**src/sv/email_address_checker_top_assert.svh**
```systemverilog
// assertion macros for the email address checker
// used by email_address_checker_top; no other dependencies
`ifndef EMAIL_ADDRESS_CHECKER_TOP_ASSERT_SVH
`define EMAIL_ADDRESS_CHECKER_TOP_ASSERT_SVH

// same-cycle implication, disabled during reset
`define EAC_ASSERT_NOW(label, clk, rst, ante, cons, msg) \
  label: assert property (@(posedge clk) disable iff (rst) (ante) |-> (cons)) \
    else $error(msg);

// next-cycle implication, disabled during reset
`define EAC_ASSERT_NEXT(label, clk, rst, ante, cons, msg) \
  label: assert property (@(posedge clk) disable iff (rst) (ante) |=> (cons)) \
    else $error(msg);

`endif

```
**src/sv/eac_pkg.sv**
```systemverilog
// types, phase codes and byte classification for the email address checker
// no dependencies; imported by every module of the block
`timescale 1ns / 1ps
`default_nettype none

package eac_pkg;

  localparam int ByteW = 8;

  // parse phase codes
  localparam logic [1:0] PH_FIRST  = 2'd0;
  localparam logic [1:0] PH_LOCAL  = 2'd1;
  localparam logic [1:0] PH_AT     = 2'd2;
  localparam logic [1:0] PH_DOMAIN = 2'd3;

  localparam logic [ByteW-1:0] CH_NUL   = 8'h00;
  localparam logic [ByteW-1:0] CH_SPACE = 8'h20;
  localparam logic [ByteW-1:0] CH_DEL   = 8'h7f;
  localparam logic [ByteW-1:0] CH_DOT   = 8'h2e;
  localparam logic [ByteW-1:0] CH_DASH  = 8'h2d;
  localparam logic [ByteW-1:0] CH_AT    = 8'h40;

  typedef struct packed {
    logic letter;
    logic alnum;
    logic dot;
    logic dot_dash;
    logic at;
    logic domain_bad;
  } byte_class_t;

  typedef struct packed {
    logic [1:0] parse_phase;
    logic       prev_dot_or_dash;
    logic       prev_alnum;
    logic       prev_was_dot;
    logic       domain_dot_seen;
    logic       failed_flag;
  } parse_state_t;

  // verdict handed from the step logic to the result register
  typedef struct packed {
    logic valid;
    logic address_ok;
  } verdict_t;

  localparam parse_state_t STATE_RESET = '{
    parse_phase: PH_FIRST, prev_dot_or_dash: 1'b0, prev_alnum: 1'b0,
    prev_was_dot: 1'b0, domain_dot_seen: 1'b0, failed_flag: 1'b0};

  function automatic logic is_special(input logic [ByteW-1:0] b);
    logic r;
    case (b)
      8'h28, 8'h29, 8'h3c, 8'h3e, 8'h40, 8'h2c,
      8'h3b, 8'h3a, 8'h5c, 8'h22, 8'h5b, 8'h5d: r = 1'b1;
      default: r = 1'b0;
    endcase
    return r;
  endfunction

  function automatic byte_class_t classify(input logic [ByteW-1:0] b);
    byte_class_t c;
    logic        upper;
    logic        lower;
    logic        digit;
    upper = (b >= 8'h41) && (b <= 8'h5a);
    lower = (b >= 8'h61) && (b <= 8'h7a);
    digit = (b >= 8'h30) && (b <= 8'h39);
    c.letter     = upper | lower;
    c.alnum      = upper | lower | digit;
    c.dot        = (b == CH_DOT);
    c.dot_dash   = (b == CH_DOT) | (b == CH_DASH);
    c.at         = (b == CH_AT);
    c.domain_bad = (b <= CH_SPACE) | (b >= CH_DEL) | is_special(b);
    return c;
  endfunction

endpackage

`default_nettype wire

```
**src/sv/eac_step.sv**
```systemverilog
// parse state registers and the per-byte update rules
// depends on eac_pkg
`timescale 1ns / 1ps
`default_nettype none

module eac_step
  import eac_pkg::*;
(
  input  wire logic             clk,
  input  wire logic             rst,
  input  wire logic             fire,
  input  wire logic [ByteW-1:0] data,
  output verdict_t              verdict,
  output parse_state_t          state
);

  parse_state_t state_next;
  byte_class_t  cls;

  assign cls = classify(data);

  // next state for one word
  always_comb begin
    state_next = state;
    verdict.valid = fire && (data == CH_NUL);
    verdict.address_ok = (state.parse_phase == PH_DOMAIN) && !state.failed_flag &&
                         state.domain_dot_seen;
    if (data == CH_NUL) begin
      state_next = STATE_RESET;
    end else if (!state.failed_flag) begin
      case (state.parse_phase)
        PH_FIRST: begin
          if (!cls.letter) state_next.failed_flag = 1'b1;
          state_next.prev_dot_or_dash = 1'b0;
          state_next.prev_alnum = 1'b1;
          state_next.parse_phase = PH_LOCAL;
        end
        PH_LOCAL: begin
          if (cls.at) begin
            if (!state.prev_alnum) state_next.failed_flag = 1'b1;
            state_next.parse_phase = PH_AT;
          end else if (cls.dot_dash) begin
            if (state.prev_dot_or_dash) state_next.failed_flag = 1'b1;
            state_next.prev_dot_or_dash = 1'b1;
            state_next.prev_alnum = 1'b0;
          end else if (cls.alnum) begin
            state_next.prev_dot_or_dash = 1'b0;
            state_next.prev_alnum = 1'b1;
          end else begin
            state_next.failed_flag = 1'b1;
          end
        end
        PH_AT: begin
          if (cls.dot || cls.domain_bad) state_next.failed_flag = 1'b1;
          state_next.prev_was_dot = cls.dot;
          state_next.parse_phase = PH_DOMAIN;
        end
        default: begin
          if (cls.dot) begin
            if (state.prev_was_dot) state_next.failed_flag = 1'b1;
            state_next.domain_dot_seen = 1'b1;
          end
          if (cls.domain_bad) state_next.failed_flag = 1'b1;
          state_next.prev_was_dot = cls.dot;
        end
      endcase
    end
  end

  // state registers
  always_ff @(posedge clk) begin
    if (rst) begin
      state <= STATE_RESET;
    end else if (fire) begin
      state <= state_next;
    end
  end

endmodule

`default_nettype wire

```
**src/sv/eac_out_reg.sv**
```systemverilog
// result register holding one verdict until the consumer takes it
// depends on eac_pkg
`timescale 1ns / 1ps
`default_nettype none

module eac_out_reg
  import eac_pkg::*;
(
  input  wire logic     clk,
  input  wire logic     rst,
  input  wire verdict_t verdict,
  output logic          room,
  output logic          ok_valid,
  output logic          address_ok,
  input  wire logic     ok_stall
);

  // free when empty or being taken this cycle
  assign room = !ok_valid || !ok_stall;

  // valid flag
  always_ff @(posedge clk) begin
    if (rst) begin
      ok_valid <= 1'b0;
    end else if (verdict.valid) begin
      ok_valid <= 1'b1;
    end else if (!ok_stall) begin
      ok_valid <= 1'b0;
    end
  end

  // payload
  always_ff @(posedge clk) begin
    if (verdict.valid) begin
      address_ok <= verdict.address_ok;
    end
  end

endmodule

`default_nettype wire

```
**src/sv/email_address_checker_top.sv**
```systemverilog
// top level of the email address checker: input register, step logic, result register
// depends on eac_pkg, eac_step, eac_out_reg and email_address_checker_top_assert.svh
//
//   channel   ports                            direction
//   char      char_valid char_stall char_byte  in  (one address byte per word)
//   ok        ok_valid ok_stall address_ok     out (one verdict per zero byte)
//
// one byte per cycle sustained unless a zero byte waits for room in the result register;
// a zero byte passes from the input register straight into the result register as its verdict
// reset clears the parse state and both valid flags; payloads are not reset
// a stalled result register holds back only zero bytes; other bytes keep flowing
// char_stall rises only while a byte waits in the input register
`timescale 1ns / 1ps
`default_nettype none

`include "email_address_checker_top_assert.svh"

module email_address_checker_top
  import eac_pkg::*;
(
  input  wire logic             clk,
  input  wire logic             rst,
  input  wire logic             char_valid,
  output logic                  char_stall,
  input  wire logic [ByteW-1:0] char_byte,
  output logic                  ok_valid,
  input  wire logic             ok_stall,
  output logic                  address_ok
);

  logic             hold_valid;
  logic [ByteW-1:0] hold_byte;
  logic             room;
  logic             fire;
  verdict_t         verdict;
  parse_state_t     state;

  // a held word moves on unless it is a terminator facing a full result register
  assign fire = hold_valid && ((hold_byte != CH_NUL) || room);
  assign char_stall = hold_valid && !fire;

  // input register
  always_ff @(posedge clk) begin
    if (rst) begin
      hold_valid <= 1'b0;
    end else if (!char_stall) begin
      hold_valid <= char_valid;
    end
  end

  always_ff @(posedge clk) begin
    if (!char_stall && char_valid) begin
      hold_byte <= char_byte;
    end
  end

  eac_step u_step (
    .clk     (clk),
    .rst     (rst),
    .fire    (fire),
    .data    (hold_byte),
    .verdict (verdict),
    .state   (state)
  );

  eac_out_reg u_out (
    .clk        (clk),
    .rst        (rst),
    .verdict    (verdict),
    .room       (room),
    .ok_valid   (ok_valid),
    .address_ok (address_ok),
    .ok_stall   (ok_stall)
  );

  // checks
  `EAC_ASSERT_NEXT(a_term_gives_verdict, clk, rst, fire && (hold_byte == CH_NUL), ok_valid, "terminator produced no verdict")
  `EAC_ASSERT_NOW(a_no_overwrite, clk, rst, verdict.valid, !ok_valid || !ok_stall, "verdict overwrote a pending one")
  `EAC_ASSERT_NEXT(a_term_resets_state, clk, rst, verdict.valid, state == STATE_RESET, "state not cleared after terminator")
  `EAC_ASSERT_NOW(a_ok_needs_domain, clk, rst, verdict.valid && verdict.address_ok, state.parse_phase == PH_DOMAIN && state.domain_dot_seen, "accepted address without dotted domain")

endmodule

`default_nettype wire

```
**config.mk**
```make
export PLATFORM = sky130hd
export DESIGN_NAME = email_address_checker_top
export DESIGN_NICKNAME = d
export VERILOG_FILES = /design/src/sv/eac_pkg.sv /design/src/sv/eac_step.sv /design/src/sv/eac_out_reg.sv /design/src/sv/email_address_checker_top.sv
export VERILOG_INCLUDE_DIRS = /design/src /design/src/sv
export SDC_FILE = /design/constraint.sdc
export NUM_CORES = 1
export LEC_CHECK = 0
export BUFFER_PORTS_ARGS = -buffer_cell sky130_fd_sc_hd__buf_2
export CAP_MARGIN = 30
export CORE_ASPECT_RATIO = 1.75
export CORE_MARGIN = 2
export CORE_UTILIZATION = 55
export DETAILED_ROUTE_END_ITERATION = 12
export GPL_TIMING_DRIVEN = 1
export MAX_ROUTING_LAYER = met4
export PLACE_DENSITY = 0.82
export SKIP_CTS_REPAIR_TIMING = 1
export SLEW_MARGIN = 20
export SYNTH_ARGS = -nofsm -noshare
export SYNTH_HDL_FRONTEND = slang
export SYNTH_SLANG_ARGS = --single-unit
```
**constraint.sdc**
```tcl
create_clock -name clk -period 2.2 [get_ports clk]
set_input_delay 0.44 -clock clk [delete_from_list [all_inputs] [get_ports clk]]
set_output_delay 0.44 -clock clk [all_outputs]
set_load 0.1 [all_outputs]
```
======== After elaboration in Yosys (flattened, before gate mapping) ========
Cells that the tools add are included.
operators by class
  multiplexer cells ....................... 24
  reductions and logical operators ........ 30
  bitwise operators ....................... 5
  equal/unequal tests ..................... 24
  magnitude comparators ................... 8
operators with widths
  operator                                                        number
  == test 8 x 6 -> 1 bit, second input constant                   10
  == test 8 x 7 -> 1 bit, second input constant                   4
  >= comparator 8 x 7 -> 1 bit, second input constant             3
  less-or-equal comparator 8 x 6 -> 1 bit, second input constant  2
  less-or-equal comparator 8 x 7 -> 1 bit, second input constant  2
  two-way mux 1 bit                                               14
  two-way mux 7 bit                                               2
  OR reduction 12 bit                                             1
  two-way mux 2 bit                                               5
  logical AND 1 bit                                               9
  >= comparator 8 x 6 -> 1 bit, second input constant             1
  logical NOT 8 bit                                               1
  AND reduction 4 bit                                             2
  nonzero test 8 bit                                              1
  inequality test 2 x 1 -> 1 bit, second input constant           3
  one-hot mux 2 bit (3 select lines)                              1
  logical NOT 1 bit                                               5
  OR 1 bit                                                        5
  AND reduction 5 bit                                             1
  == test 2 bit, second input constant                            2
  inequality test 4 x 1 -> 1 bit, second input constant           1
  one-hot mux 2 bit (2 select lines)                              1
  nonzero test 4 bit                                              1
  logical OR 1 bit                                                3
  11 further kinds                                                11
word-level totals
  output and inout bits ................... 3
  register bits after elaboration ......... 18
  bits of input ports ..................... 12

======== Depth between registers and ports, before layout ========
  depth in word-level cells ............... 10
  depth in mapped cells ................... 9

======== Cells and area by module ========
A second synthesis with hierarchy kept.
unflattened totals
  cell total of the unflattened synthesis .. 126
  area total of the unflattened synthesis .. 1,148.6 µm²
by module, submodules not included
  module                     cells an instance  area an instance (µm²)  sequential area each (µm²)  instances
  eac_step                   102                769.5                   140.1                       1
  email_address_checker_top  19                 316.6                   260.2                       1
  eac_out_reg                5                  62.6                    50.0                        1

======== Least setup slack after synthesis ========
No wires, ideal clock.
  kind .................................... register to register
  from .................................... register u_out.ok_valid
  to ...................................... register hold_byte[0] (enable)
  setup slack ............................. -0.245 ns
  setup time .............................. 0.325 ns
  cell stages (with the launch flop) ...... 4
  clock period less this slack ............ 2.445 ns
  arrival ................................. 2.120 ns
  path through ............................ dfxtp_1 > nand4_1 > inv_1 > nor2_1
between the ends
  longest elaborated chain between the ends .. 8
RTL lines
  what                      RTL line                         RTL
  start: declaration        eac_out_reg.sv:13                output logic ok_valid,
  start signal: assignment  eac_out_reg.sv:24                ok_valid <= 1'b0;
  start signal: assignment  eac_out_reg.sv:26                ok_valid <= 1'b1;
  start signal: assignment  eac_out_reg.sv:28                ok_valid <= 1'b0;
  logical NOT 1 bit         eac_out_reg.sv:19                assign room = !ok_valid || !ok_stall;
  logical OR 1 bit          eac_out_reg.sv:19
  logical OR 1 bit          email_address_checker_top.sv:39  assign fire = hold_valid && ((hold_byte != CH_NUL) || room);
  logical AND 1 bit         email_address_checker_top.sv:39
  logical NOT 1 bit         email_address_checker_top.sv:40  assign char_stall = hold_valid && !fire;
  logical AND 1 bit         email_address_checker_top.sv:40
  via char_stall            email_address_checker_top.sv:24  output logic char_stall,
  logical NOT 1 bit         email_address_checker_top.sv:52  if (!char_stall && char_valid) begin
  logical AND 1 bit         email_address_checker_top.sv:52
  end signal: assignment    email_address_checker_top.sv:53  hold_byte <= char_byte;
  end: declaration          email_address_checker_top.sv:32  logic [ByteW-1:0] hold_byte;
The timed path passes the listed nets, and every way through them passes these cells.
A chain may end at the register's enable or synchronous reset.

======== Worst setup path after layout ========
  from .................................... register hold_byte[4]
  to ...................................... output char_stall
between the ends
  longest elaborated chain between the ends .. 5
RTL lines
  what                RTL line
  nonzero test 8 bit  email_address_checker_top.sv:39
  logical OR 1 bit    email_address_checker_top.sv:39
  logical AND 1 bit   email_address_checker_top.sv:39
  logical NOT 1 bit   email_address_checker_top.sv:40
  logical AND 1 bit   email_address_checker_top.sv:40
  end: declaration    email_address_checker_top.sv:24
No other way between the ends.

==> metrics.md <==
| Metric | Value |
|---|---|
| Hold Fails Final Rpt | `0` |
| Worst IR Drop VDD | `about 0.00048 V` |
| Critical Path Fanout Max | `8` |
| Syn Nets | `158` |
| Startpoint Class | `flop` |
| CP max-delay cell | `edfxtp_1` |
| First-pass DRT Iterations | `4` |
| Post-Synthesis Cells | `between 100 and 150` |
| Antenna cells | `0` |
| Fraction of layout cells with a size suffix above 1 | `0.311` |
| Most frequent cells in the layout | `16 x buf_4, 13 x buf_2, 11 x inv_1` |
| Setup Skew | `roughly 3.8 ps` |
| TritonCTS clock tree | `yes` |
| H-tree depth | `1` |
| Clock Path Buffers | `2` |
| Final worst-path cycle share | `0.982` |
| Vias in the first global route | `approximately 1100` |
| DRT Wirelength | `3240 µm` |
| Core Util, Final | `0.678` |
| DR vias | `1196` |
| DP HPWL | `around 2300 µm` |
| PwrDens | `between 500 and 600 nW/µm²` |
| CP Class | `flop to output port` |
| Placer Congestion | `0.897` |
| Synth top area cells | `edfxtp_1 21%, dfxtp_1 14%, ha_1 4.9%, a21oi_1 3.5%, inv_1 3.5%` |
| DR iter-0 viols | `44` |
| Post-synth top area cell | `edfxtp_1` |
| Antenna-violating nets left | `0` |
| Vias per cell | `approximately 6.3` |
| NumNets Final | `182` |
| LEAKAGE | `between 0.5 and 0.6 nW` |
| Routed len/inst | `17.1 µm` |
| Worst-Skew Late Latency | `around 260 ps` |
| Number of antenna violations at the first check in global routing | `0` |
| R2R setup slack | `around 100 ps` |
| Top_reg_cell synth | `edfxtp_1` |
| Share of the synthesized area in the top cell type | `0.211` |
| I/O pin cnt | `15` |
| Total chip power | `approximately 0.82 mW` |
| Cell area after layout | `roughly 1500 µm²` |
| Placed cell areas | `roughly 1400 µm²` |
| RSZ-0062 raised after global routing | `yes` |
| Critical Path RT | `about 1800 ps` |
| Worst min-delay path startpoint | `char_byte[3]` |
| Worst min path class | `input pin to flop` |
| Syn avg cell area | `9.10 µm²` |
| Crit end category | `output port` |
| Grt ovf | `0` |
| Buffers plus inverters on the worst setup path | `2` |
| Worst R2R End | `u_step.state[0]` |
| Cts bufs inserted | `3` |
| Hold path depth | `1` |
| Top delay family on crit path | `simple AND/OR/NAND/NOR gates` |
| # setup viols final | `0` |
| Cell variety after synth | `52` |
| Worst-path clk slew | `~60 ps` |
| IO buf count | `14` |
| CTS sink cnt | `18` |
| Slew @ Worst Pin | `484 ps` |
| Most common cell after layout, fill and taps aside | `buf_4` |
| Hold Path Sink | `hold_byte[3]` |
| Largest net degree at the start of global routing | `13` |
| Initial Util | `0.572` |
| Post-synth EDFFs | `9` |
| Synth async-reset ratio | `0` |
| Crit-path cells | `nor3_4, and3_4, nand4_1, clkinvlp_4, buf_12` |
| DIE AREA | `2750 µm²` |
| Die Y | `approximately 68 µm` |
| Core Region | `2240 µm²` |
| Row count | `23` |
| Yosys reg bits | `18` |
| Worst path max stage delay | `between 500 and 600 ps` |
| Register area share after synthesis | `0.351` |
| Slew headroom | `0.679` |
| F_max | `approximately 460 MHz` |
| Run status | `finished, final reports clean` |
| Die span in x | `around 41 µm` |
| Syn-to-layout area delta | `18.6%` |
| Max-cap violation count | `0` |
| Critical Path AT | `roughly 1700 ps` |
| Pins Over Slew Limit | `0` |
| Fill count | `~180` |
| Min Tclk post-route | `2160 ps` |
| Synth Cell Area | `roughly 1300 µm²` |
| First-pass GRT wire length | `4980 µm` |
| Warnings, synthesis | `0` |
| Reg2Reg Depth | `7` |
| Crit Reg-Reg Startpoint | `hold_byte[5]` |
| Drc violations | `0` |
| CTS root buf | `clkbuf_8` |
| Gr usage total | `0.275` |
## state kept, by name, indices dropped and copies added (netlist names)
signal	count
u_step.state	7
u_out.ok_valid	1
u_out.address_ok	1
hold_valid	1
hold_byte	8
## logic make-up after synthesis
| kind of cell | synth area share |
|---|---|
| and+or+nand+nor | 0.316 |
| xor gates and xnor gates | 0.0136 |
| DFF | 0.351 |
| adders and majority gates | 0.0487 |
| buffers and inverters | 0.0877 |
| AOI/OAI and AO/OA | 0.183 |
## metal layers
layer / vias up / GRT usage / wire, µm
li1: 570 / - / -
met1: 570 / 0.278 / 1180
met2: 43 / 0.476 / 1840
met3: 13 / 0.0325 / 97
met4: 0 / 0.154 / 125
met5: - / - / 0
## Yosys cell counts (5+ instances only)
master / number
ha_1: 5
nor2_1: 10
buf_2: 6
nand3_1: 6
nand2_1: 6
dfxtp_1: 9
a21oi_1: 9
edfxtp_1: 9
inv_1: 12
## where the power goes
| part | internal, mW | switching [mW] | leakage, nW | total, mW |
|---|---|---|---|---|
| combinational | 0.0817 | 0.102 | 0.404 | 0.183 |
| sequential | 0.373 | 0.0280 | 0.164 | 0.401 |
| clock | 0.124 | 0.106 | 0.0231 | 0.231 |
## metrics by stage
stage                     std cells  worst slack, ps  TNS (ps)  hold slack (ps)
after floorplan                 141             5.88         0              428
after global placement          175              132         0              436
after detailed placement        175              115         0              461
after CTS                       179            -26.3     -26.3              353
after global routing            189            -61.4     -61.4              356
final                           189             39.5         0              353
## area by class of cell
| cell class | instances | area [µm²] | area share |
|---|---|---|---|
| multi-input combinational | 100 | 741 | 0.486 |
| sequential | 18 | 452 | 0.297 |
| timing repair buffer | 30 | 205 | 0.135 |
| inverter | 12 | 48.8 | 0.0320 |
| clock buffer | 3 | 41.3 | 0.0271 |
| tap | 25 | 31.3 | 0.0205 |
| clock inverter | 1 | 3.75 | 0.00247 |
## how the worst max path moves through the flow
stage,endpoint,slack [ps],startpoint,depth (start not counted)
after CTS,char_stall,-30,hold_byte[4],5
after detailed placement,u_step.state[0],110,hold_byte[6],6
after global routing,char_stall,-60,hold_byte[4],5
after floorplan,hold_byte[0],6,hold_byte[0],7
final,char_stall,40,hold_byte[4],5
after global placement,u_step.state[0],130,hold_byte[6],6
(Power assumes the default switching activity.)
